--- src/rtl/ncf_pkg.sv ---
// ----------------------------------------------------------------------------
// ncf_pkg
// Shared constants and types for the Newton cubic fractal pixel engine.
// ----------------------------------------------------------------------------
package ncf_pkg;

  localparam int COORD_BITS_DEF = 32;
  localparam int ITER_BITS_DEF  = 10;
  localparam int PIXEL_BITS_DEF = 12;

  localparam int FRAC     = 28;
  localparam int DW       = 32;
  localparam int SIDE_W   = 13;
  localparam int SHIFT_W  = 16;
  localparam int CFG_IDX_W = 3;

  // Divider widths: a 64-bit numerator with FRAC fraction bits below it.
  localparam int QUO_W     = 64 + FRAC;
  localparam int DIV_DEN_W = 64;

  localparam logic signed [63:0] DMAX    = 64'sh0000_0000_7FFF_FFFF;
  localparam logic signed [63:0] ONE_Q   = 64'sh0000_0000_1000_0000;
  localparam logic [63:0]        CONV_SQ = 64'd720575940;
  localparam logic [11:0]        COLOUR_STEP = 12'hFFF;

  // Register indexes of the configuration port.
  typedef enum logic [CFG_IDX_W-1:0] {
    REG_LEFT   = 3'd0,
    REG_RIGHT  = 3'd1,
    REG_BOTTOM = 3'd2,
    REG_TOP    = 3'd3,
    REG_SHX    = 3'd4,
    REG_SHY    = 3'd5,
    REG_SIDE   = 3'd6,
    REG_LIMIT  = 3'd7
  } reg_idx_t;

  // Clamp to the symmetric datapath range.
  function automatic logic signed [63:0] sat64(input logic signed [63:0] v);
    logic signed [63:0] r;
    begin
      if (v > DMAX) r = DMAX;
      else if (v < -DMAX) r = -DMAX;
      else r = v;
      return r;
    end
  endfunction

endpackage

--- src/rtl/ncf_divider.sv ---
// ----------------------------------------------------------------------------
// ncf_divider
// Restoring divider, one quotient bit per cycle, unsigned NUM_W by DEN_W.
// ----------------------------------------------------------------------------
module ncf_divider
  import ncf_pkg::*;
#(
  parameter int NUM_W = QUO_W,
  parameter int DEN_W = DIV_DEN_W
) (
  input  logic             clk,
  input  logic             rst_n,
  input  logic             start,
  input  logic [NUM_W-1:0] num,
  input  logic [DEN_W-1:0] den,
  output logic             done,
  output logic [NUM_W-1:0] quo
);

  localparam int CNT_W = $clog2(NUM_W + 1);

  logic [CNT_W-1:0] cnt_r, cnt_nxt;
  logic             busy_r, busy_nxt;
  logic [NUM_W-1:0] q_r, q_nxt;
  logic [DEN_W-1:0] rem_r, rem_nxt;
  logic [DEN_W-1:0] d_r;
  logic [DEN_W:0]   trial;

  assign trial = {rem_r, q_r[NUM_W-1]};
  assign done  = busy_r && (cnt_r == '0);
  assign quo   = q_r;

  // One shift and compare a cycle.
  always_comb begin
    cnt_nxt  = cnt_r;
    busy_nxt = busy_r;
    q_nxt    = q_r;
    rem_nxt  = rem_r;
    if (start) begin
      busy_nxt = 1'b1;
      cnt_nxt  = CNT_W'(NUM_W);
      q_nxt    = num;
      rem_nxt  = '0;
    end else if (busy_r) begin
      if (cnt_r == '0) begin
        busy_nxt = 1'b0;
      end else begin
        cnt_nxt = cnt_r - CNT_W'(1);
        if (trial >= {1'b0, d_r}) begin
          rem_nxt = DEN_W'(trial - {1'b0, d_r});
          q_nxt   = {q_r[NUM_W-2:0], 1'b1};
        end else begin
          rem_nxt = trial[DEN_W-1:0];
          q_nxt   = {q_r[NUM_W-2:0], 1'b0};
        end
      end
    end
  end

  always_ff @(posedge clk) begin
    if (!rst_n) begin
      busy_r <= 1'b0;
      cnt_r  <= '0;
    end else begin
      busy_r <= busy_nxt;
      cnt_r  <= cnt_nxt;
    end
    q_r   <= q_nxt;
    rem_r <= rem_nxt;
    if (start) d_r <= den;
  end

endmodule

--- config.mk ---
export PLATFORM = sky130hd
export DESIGN_NAME = ncf_divider
export DESIGN_NICKNAME = d
export VERILOG_FILES = /design/src/rtl/ncf_pkg.sv /design/src/rtl/ncf_divider.sv
export SDC_FILE = /design/constraint.sdc
export NUM_CORES = 1
export LEC_CHECK = 0
export ABC_CLOCK_PERIOD_IN_PS = 5300
export BUFFER_PORTS_ARGS = -buffer_cell sky130_fd_sc_hd__buf_2
export CAP_MARGIN = 20
export CORE_ASPECT_RATIO = 1.75
export CORE_UTILIZATION = 41
export DETAILED_ROUTE_END_ITERATION = 8
export HOLD_SLACK_MARGIN = 0.02
export PLACE_DENSITY_LB_ADDON = 0.3
export SYNTH_ARGS = -nofsm -noshare
export SYNTH_HDL_FRONTEND = slang
export SYNTH_SLANG_ARGS = --single-unit
--- constraint.sdc ---
create_clock -name clk -period 5.3 [get_ports clk]
set_input_delay 1.06 -clock clk [delete_from_list [all_inputs] [get_ports clk]]
set_output_delay 1.06 -clock clk [all_outputs]
set_load 0.01 [all_outputs]
# Word level (Yosys, flattened, before mapping)
# Index checks and enable logic that the tools add are counted.
# word_totals
register_bits	228
input_bits	159
word_cells	29
# op_classes
n_addsub	2
order_cmp	1
n_eq_ne	1
mux	11
bitwise_logic	2
n_reduce_logical	6
# ops
operator	count
two-way mux 92 bit	3
greater-or-equal comparator 65 x 64 -> 1 bit	1
two-way mux 64 bit	1
subtractor 64 bit	1
two-way mux 7 bit	3
logical NOT 7 bit	1
subtractor 7 x 1 -> 7 bit (second input constant)	1
two-way mux 1 bit	4
AND reduction 2 bit	2
inequality test 2 bit (second input constant)	1
NOT 1 bit	2
nonzero test 2 bit	1
OR reduction 2 bit	1
logical AND 1 bit	1

# Longest topological paths before layout
# Gate-level depths: netlist of run 1.
# depth
depth_word	5
mapped_depth	16
mapped_depth_nobuf	13

# Worst setup path after synthesis of run 1
# OpenSTA, ideal clock, no wires.
# synth_path
kind	input to register
startpoint	input port start
endpoint	register q_r[0], in the netlist quo[0], enable pin
arrival_ps	3437
t_required_ps	4855
slack_ps	1418
stages	4
n_path_buf	2
cell_sequence	clkbuf_1 > nor2_1 > clkbuf_1 > inv_1
# synth_between
elab_chain_cells	2
# synth_rtl
item	line_no	source
start, declared	ncf_divider.sv:13	input logic start,
inequality test 2 bit (no source line) or nonzero test 2 bit (tied branches)	n/a	
AND reduction 2 bit (no source line) *	n/a	
end signal, assigned	ncf_divider.sv:68	q_r <= q_nxt;
end, declared	ncf_divider.sv:24	logic [NUM_W-1:0] q_r, q_nxt;
# Every way passes the cells marked *; elsewhere a longest branch is shown, timed or not.
# A chain may end at the register's enable or synchronous reset.

# Worst setup path after layout of run 1
# layout_path
startpoint	register rem_r[43]
endpoint	register rem_r[63]
# layout_between
elab_chain_cells	2
# layout_rtl
item	line_no	source
start, declared	ncf_divider.sv:25	logic [DEN_W-1:0] rem_r, rem_nxt;
start signal, assigned	ncf_divider.sv:69	rem_r <= rem_nxt;
subtractor 64 bit or greater-or-equal comparator 65 x 64 -> 1 bit (tied branches)	ncf_divider.sv:50, ncf_divider.sv:49	
two-way mux 64 bit *	ncf_divider.sv:49	if (trial >= {1'b0, d_r}) begin
# Marks and branches as above.

==> results of run 1 <==
logic make-up (layout without fill, tap and decap cells):
| kind of cell | after synthesis | after routing | share of synthesized area, % |
|---|---|---|---|
| AOI/OAI and AO/OA | 355 | 355 | 17.85 |
| xor gates and xnor gates | 54 | 54 | 3.592 |
| adders and majority gates | 66 | 66 | 6.329 |
| buffers and inverters | 153 | 392 | 4.742 |
| DFF | 228 | 228 | 46.53 |
| muxes | 125 | 125 | 10.42 |
| and+or+nand+nor | 300 | 300 | 10.55 |
per-layer routing:
layer | vias up | routed length [µm]
met2 | 404 | 19960
met1 | 5061 | 12990
met4 | 6 | 1940
met5 | - | 45
li1 | 5160 | -
met3 | 124 | 2343
tightest hold or removal path: stages, from the launching register on:
cell and delay (ps):
sky130_fd_sc_hd__dfxtp_1 320, sky130_fd_sc_hd__nand2_1 60, sky130_fd_sc_hd__a21oi_1 50
flip-flops by register name (all words and copies together), names as in the netlist:
name    count
quo        92
d_r        64
rem_r      64
cnt_r       7
busy_r      1
worst paths after layout:
kind                       endpoint  slack, ps  cells after the start
max reg2reg  rem_r[63]$_SDFFE_PP0P_       1300                     11
max          rem_r[63]$_SDFFE_PP0P_       1300                     11
min reg2reg   rem_r[4]$_SDFFE_PP0P_        480                      2
min           rem_r[4]$_SDFFE_PP0P_        480                      2
per-stage QoR:
step	power (mW)	hold WS, ps	setup slack (ps)	cells
6_report	5.321	475.5	1297	1916
4_1_cts	5.373	479.0	1370	1916
3_5_place_dp	3.634	471.3	1386	1872
5_1_grt	5.590	505.0	1036	1916
3_3_place_gp	3.614	458.7	1437	1872
2_1_floorplan	3.208	448.6	1418	1281
where the power goes:
| group | switching [mW] | internal, mW | leakage [nW] |
|---|---|---|---|
| Clock | 0.736 | 0.980 | 0.373 |
| Sequential | 0.117 | 2.11 | 2.14 |
| Combinational | 0.815 | 0.560 | 4.01 |
layout by cell type, fill, tap and decap left out, drive strengths merged, types with 21 or more instances in the layout:
cell    instances
a211oi         37
nand4          21
ha             65
clkbuf         31
dfxtp          72
mux2           96
xor2           24
buf           262
a21o           36
nand2          96
mux2i          29
o21ai          62
a21oi         108
xnor2          30
nor2          102
edfxtp        156
inv            85
area by class of cell:
cell class	count	area, µm²	share of cell area [%]
Timing Repair Buffer	263	1355	8.747
Multi-Input combinational cell	900	6422	41.46
Sequential cell	228	6126	39.54
Inverter	85	320.3	2.068
Clock inverter	14	150.1	0.9691
Tap cell	396	495.5	3.198
Clock buffer	30	623.1	4.022
==> key figures, run 1 <==
Die
  – Std-Cell Core Area: 31530 µm²
  – Initial core utilization: 41.76%
  – FP Rows: 86
  – Top Ports: 252
  – Width of the die: 137.5 µm
  – Total die area: 32860 µm²
  – Die boundary height: 239.1 µm

Clock network
  – Clock tree from TritonCTS: yes
  – Clock buffer count from CTS: 24
  – Maximum clock insertion buffer count: 3
  – Post-CTS Resized: 0
  – Clock Root Buffer: sky130_fd_sc_hd__clkbuf_16
  – Post-CTS Setup Repair Bufs: 0
  – Clock slew seen by the registers of the worst setup and hold paths: 70 ps
  – Number of clock sinks seen by CTS: 228
  – Latest clock arrival within the worst-skew pair: 550 ps
  – H-tree depth reported by CTS: 1
  – Number of hold buffers added after cts: 0

Drt
  – Total via count after detailed routing: 10755
  – Final ANT Viol Nets: 0
  – Total Routed Length: 37280 µm
  – Remaining routing DRC violations: 0
  – Mean routed wirelength per cell: 19.46 µm
  – Drt pass-1 iters: 5
  – Detail-routed via count per cell: 5.613
  – Number of design-rule violations left by the first detailed-router iteration: 602

Min path
  – Hold path startpoint: rem_r[4]$_SDFFE_PP0P_
  – Class of the worst hold path: register to register

Place
  – Final Wtd Congestion: 0.9562
  – Total placed instance area: 14720 µm²
  – IO Port Bufs: 251
  – DP Wirelength: 27980 µm

Synthesis
  – Top flip-flop cell by instance count after synthesis: sky130_fd_sc_hd__edfxtp_1
  – Cell area after synthesis: 13170 µm²
  – List of most frequent post-synthesis cells: sky130_fd_sc_hd__edfxtp_1 (156), sky130_fd_sc_hd__a21oi_1 (106), sky130_fd_sc_hd__nor2_1 (102), sky130_fd_sc_hd__nand2_1 (96), sky130_fd_sc_hd__mux2_2 (94)
  – Number of flops mapped to enable cells by yosys: 156
  – Gate count of the mapped netlist: 1281
  – Syn_area_per_cell: 10.28 µm²
  – Yosys warning count: 0
  – Number of storage elements in the synthesis netlist: 228
  – Top cells by area in the synthesized netlist: sky130_fd_sc_hd__edfxtp_1 (36%), sky130_fd_sc_hd__dfxtp_1 (11%), sky130_fd_sc_hd__mux2_2 (8.0%), sky130_fd_sc_hd__ha_1 (6.2%), sky130_fd_sc_hd__a21oi_1 (4.0%)
  – Syn Nets: 1506
  – Sequential-to-total area share from yosys stat: 46.53%
  – Library cell with the highest instance count after synthesis: sky130_fd_sc_hd__edfxtp_1
  – Synth top area share: 35.58%
  – Count of cell types in the netlist: 68
  – Async set-reset flop share out of synthesis: 0%
  – Cell type contributing the most total cell area after synthesis: sky130_fd_sc_hd__edfxtp_1

Layout
  – Antenna diodes: 0
  – Final core area utilization: 49.14%
  – Nets: 1727
  – Fraction of final layout cells sized beyond drive strength 1: 27.04%
  – Relative area change from synthesis to final layout: 17.67%
  – Final non-filler cell area: 15490 µm²
  – Fillers: 2968

STA
  – Worst slew margin relative to its limit: 25.37%
  – RSZ-0062 raised after global routing: false
  – Achievable Freq: 249.8 MHz
  – Post-route fraction of the period consumed by the critical path: 75.53%
  – # setup viols final: 0
  – Setup Total Neg Slack: 0 ps
  – Max-slew violation count: 0
  – Number of failing hold endpoints at the final stage: 0
  – Transition time at the pin with the least slew margin: 1119 ps
  – Minimum period implied by the final worst setup slack: 4003 ps
  – Clock Skews: 15.35 ps

Global routing
  – M1 GR Usage: 22.41%
  – Global-route total usage across every layer: 22.88%
  – Layer with the highest usage: met2
  – Met2 Resource Use GR: 43.52%
  – Via count of the first global-routing pass: 11183
  – Global-route wire length before repair: 57740 µm
  – Residual overflow from global routing: 0
  – Antenna violations before repair: 3
  – Largest net degree at the start of global routing: 91
  – GR Layer Usage met3: 4.898%

Critical path
  – Critical Path Source: rem_r[43]$_SDFFE_PP0P_
  – Arrival time of data at the critical path endpoint: 4440 ps
  – CP bufs+invs: 1
  – Cell with the biggest individual delay on the critical path: sky130_fd_sc_hd__buf_4
  – Required @ worst endpoint: 5740 ps
  – Critical path's largest stage delay: 800 ps
  – Crit path max fanout: 79
  – CP Launch Type: register
  – Worst path top cell family by delay: simple AND/OR/NAND/NOR gates
  – Launch point of the worst reg-to-reg path: rem_r[43]$_SDFFE_PP0P_
  – Cell repeated most along the worst path: sky130_fd_sc_hd__a31oi_1
  – Category of the most critical setup path: register to register
  – Cell-by-cell listing of the critical path: ha_1, nand4_1, nor3_1, and4_1, a31oi_1, nand3_1, a311o_2, buf_4, nand2_1, a31oi_1, a31oi_1
  – Critical Path End Type: register

Power and ir drop
  – Worst ir drop on vdd: 0.0003177 V
  – Leakage power of the design: 6.518 nW
  – Power per Cell Area: 343.5 nW/µm²

Status
  – Status: finished clean

Job
  – Number of max-capacitance violations reported: 0
(Power assumes the default switching activity.)
==> inputs of run 2 (changes only) <==
--- a/config.mk
+++ b/config.mk
@@ -5,7 +5,8 @@
 export SDC_FILE = /design/constraint.sdc
 export NUM_CORES = 1
 export LEC_CHECK = 0
-export ABC_CLOCK_PERIOD_IN_PS = 5300
+export ABC_AREA = 1
+export ABC_CLOCK_PERIOD_IN_PS = 3580
 export BUFFER_PORTS_ARGS = -buffer_cell sky130_fd_sc_hd__buf_2
 export CAP_MARGIN = 20
 export CORE_ASPECT_RATIO = 1.75
==> constraint.sdc (replaced) <==
create_clock -name clk -period 3.58 [get_ports clk]
set_input_delay 0.716 -clock clk [delete_from_list [all_inputs] [get_ports clk]]
set_output_delay 0.716 -clock clk [all_outputs]
set_load 0.01 [all_outputs]
==> key figures, run 2 <==
Synthesis
  – Synth top area share: 30.18%
  – Library cell with the highest instance count after synthesis: sky130_fd_sc_hd__nand2_1
  – Top flip-flop cell by instance count after synthesis: sky130_fd_sc_hd__edfxtp_1
  – Cell area after synthesis: 15520 µm²
  – Cell type contributing the most total cell area after synthesis: sky130_fd_sc_hd__edfxtp_1
  – Sequential-to-total area share from yosys stat: 39.46%
  – Syn_area_per_cell: 6.758 µm²
  – Count of cell types in the netlist: 41
  – Syn Nets: 2522
  – Yosys warning count: 0
  – Top cells by area in the synthesized netlist: sky130_fd_sc_hd__edfxtp_1 (30%), sky130_fd_sc_hd__nand2_1 (24%), sky130_fd_sc_hd__inv_1 (10%), sky130_fd_sc_hd__dfxtp_1 (9.3%), sky130_fd_sc_hd__ha_1 (5.2%)
  – Number of storage elements in the synthesis netlist: 228
  – Async set-reset flop share out of synthesis: 0%
  – Number of flops mapped to enable cells by yosys: 156
  – Gate count of the mapped netlist: 2297
  – List of most frequent post-synthesis cells: sky130_fd_sc_hd__nand2_1 (999), sky130_fd_sc_hd__inv_1 (430), sky130_fd_sc_hd__edfxtp_1 (156), sky130_fd_sc_hd__nand3_1 (148), sky130_fd_sc_hd__nor2_1 (99)

Die
  – FP Rows: 93
  – Total die area: 38670 µm²
  – Die boundary height: 259.4 µm
  – Top Ports: 252
  – Initial core utilization: 41.95%
  – Std-Cell Core Area: 37000 µm²
  – Width of the die: 149.1 µm

STA
  – Transition time at the pin with the least slew margin: 962.5 ps
  – Max-slew violation count: 0
  – Worst hold margin: 347.2 ps
  – Minimum period implied by the final worst setup slack: 2820 ps
  – Post-route fraction of the period consumed by the critical path: 78.78%
  – Clock Skews: 13.20 ps
  – Setup Total Neg Slack: 0 ps
  – # setup viols final: 0
  – Worst Slack Setup Final: 759.7 ps
  – Worst slew margin relative to its limit: 35.74%
  – RSZ-0062 raised after global routing: false
  – Achievable Freq: 354.6 MHz
  – Number of failing hold endpoints at the final stage: 0

Global routing
  – Layer with the highest usage: met2
  – M1 GR Usage: 25.74%
  – Antenna violations before repair: 0
  – GR Layer Usage met3: 4.130%
  – Met2 Resource Use GR: 53.24%
  – Global-route total usage across every layer: 27.40%
  – Residual overflow from global routing: 0
  – Global-route wire length before repair: 80260 µm
  – Largest net degree at the start of global routing: 96
  – Via count of the first global-routing pass: 15065

Critical path
  – Endpoint of the worst-slack reg-to-reg timing path: rem_r[53]$_SDFFE_PP0P_
  – Crit path max fanout: 18
  – Arrival time of data at the critical path endpoint: 3260 ps
  – Depth of the worst register-to-register path: 13
  – Critical Path End Type: register
  – Required @ worst endpoint: 4020 ps
  – Category of the most critical setup path: register to register
  – R2R setup slack: 760 ps
  – Launch point of the worst reg-to-reg path: d_r[47]$_DFFE_PP_
  – CP Launch Type: register

Place
  – Dpl cells: 2983
  – Final Wtd Congestion: 0.9998
  – Minimum setup slack after placement: 765.7 ps
  – Total placed instance area: 17240 µm²
  – DP Wirelength: 42100 µm
  – IO Port Bufs: 251

Power and ir drop
  – Sequential share of power: 48.5%
  – Total chip power: 6.479 mW
  – Power per Cell Area: 360.0 nW/µm²
  – Pint: 4.720 mW
  – Switch share: 27.15%
  – Share of power burned in the clock network: 37.5%
  – Worst ir drop on vdd: 0.0002910 V
  – Leakage power of the design: 9.900 nW
  – Combinational share of power: 14.0%
  – Net Switching: 1.759 mW

Status
  – Status: finished clean

Clock network
  – Clock Root Buffer: sky130_fd_sc_hd__clkbuf_16
  – Maximum clock insertion buffer count: 3
  – H-tree depth reported by CTS: 1
  – Latest clock arrival within the worst-skew pair: 540 ps
  – Post-CTS Resized: 0
  – Number of clock sinks seen by CTS: 228
  – Number of hold buffers added after cts: 0
  – Post-CTS Setup Repair Bufs: 0
  – Clock slew seen by the registers of the worst setup and hold paths: 60 ps
  – Clock buffer count from CTS: 25
  – Clock tree from TritonCTS: yes

Layout
  – Flip-flop count of the largest register, all copies and words added: 92
  – Commonest non-fill, non-tap cell in the layout: sky130_fd_sc_hd__nand2_1
  – Relative area change from synthesis to final layout: 15.94%
  – Final non-filler cell area: 18000 µm²
  – Fraction of final layout cells sized beyond drive strength 1: 13.87%
  – Final core area utilization: 48.63%
  – Antenna diodes: 0
  – Most frequent cells in the layout: sky130_fd_sc_hd__nand2_1 (999), sky130_fd_sc_hd__inv_1 (429), sky130_fd_sc_hd__buf_2 (250), sky130_fd_sc_hd__edfxtp_1 (156), sky130_fd_sc_hd__nand3_1 (148)
  – Fillers: 3935
  – Nets: 2760
  – Number of standard cells in the final layout excluding fillers: 3028

Job
  – Number of max-capacitance violations reported: 0

Drt
  – Detail-routed via count per cell: 4.871
  – Mean routed wirelength per cell: 17.31 µm
  – Final ANT Viol Nets: 0
  – Total via count after detailed routing: 14750
  – Remaining routing DRC violations: 0
  – Total Routed Length: 52420 µm
  – Drt pass-1 iters: 5
  – Number of design-rule violations left by the first detailed-router iteration: 664

Min path
  – Class of the worst hold path: input port to register
  – Number of cells on the worst hold path: 1
  – Terminating pin of the worst hold path: d_r[36]$_DFFE_PP_
  – Hold path startpoint: den[36]
run 2: cell types whose count changed in the layout (fill, tap and decap cells not counted), sizes merged, moves of 18 or more:
cell / previous run / this run
o21ai: 62 / 41
a21o: 36 / 2
nand3: 10 / 159
nand2: 96 / 1010
a211oi: 37 / 1
mux2i: 29 / 0
a21oi: 108 / 53
inv: 85 / 439
nor2: 102 / 120
xor2: 24 / 1
nand3b: 2 / 35
mux2: 96 / 0
run 2: worst max-delay path, stage by stage (launching register included):
cell	delay, ps
sky130_fd_sc_hd__edfxtp_1	320
sky130_fd_sc_hd__inv_1	40
sky130_fd_sc_hd__ha_1	400
sky130_fd_sc_hd__nand2_1	160
sky130_fd_sc_hd__nor2_2	270
sky130_fd_sc_hd__nand2_1	220
sky130_fd_sc_hd__nor2_2	200
sky130_fd_sc_hd__and3_1	190
sky130_fd_sc_hd__nand2_2	110
sky130_fd_sc_hd__nand2_4	260
sky130_fd_sc_hd__buf_4	290
sky130_fd_sc_hd__nand3_1	110
sky130_fd_sc_hd__nand2_1	80
sky130_fd_sc_hd__nand2_1	40
run 2: layout make-up:
cell class / instances / area [µm²] / area share [%]
inverter: 441 / 1658 / 9.212
clock inverter: 9 / 56.30 / 0.3129
tap: 475 / 594.3 / 3.303
clock buffer: 36 / 696.9 / 3.873
timing repair buffer: 264 / 1435 / 7.975
sequential: 228 / 6126 / 34.04
multi-input combinational: 1575 / 7430 / 41.28
run 2: metal layers:
layer  vias up  wire [µm]
met5         -          0
met4         0       3836
met3       142       2469
met2       451      28030
met1      6643      18080
li1       7514          -
run 2: logic make-up after synthesis:
family	Yosys count	synth area share [%]
buf+inv	494	12.70
xor+xnor	31	1.749
flops	228	39.46
simple gates	1367	36.76
compound gates	111	3.958
fa+ha+maj	66	5.368
run 2: worst max-delay path by stage:
stage / startpoint / end / slack, ps / depth (start not counted)
final: d_r[47]$_DFFE_PP_ / rem_r[53]$_SDFFE_PP0P_ / 760 / 13
after global routing: d_r[47]$_DFFE_PP_ / rem_r[50]$_SDFFE_PP0P_ / 560 / 13
after CTS: d_r[47]$_DFFE_PP_ / rem_r[53]$_SDFFE_PP0P_ / 740 / 13
after detailed placement: d_r[47]$_DFFE_PP_ / rem_r[53]$_SDFFE_PP0P_ / 770 / 13
after global placement: d_r[47]$_DFFE_PP_ / rem_r[58]$_SDFFE_PP0P_ / 740 / 13
after floorplan: cnt_r[1]$_SDFFE_PP0P_ / quo[0]$_DFFE_PP_ / 570 / 9
run 2: power groups by stage:
| stage | Sequential [mW] | Clock (mW) | Combinational, mW |
|---|---|---|---|
| after detailed placement | 3.19 | 0 | 0.914 |
| final | 3.14 | 2.43 | 0.904 |
| after CTS | 3.15 | 2.51 | 0.913 |
| after global placement | 3.19 | 0 | 0.906 |
| after floorplan | 3.23 | 0 | 0.460 |
| after global routing | 3.16 | 2.60 | 1.00 |
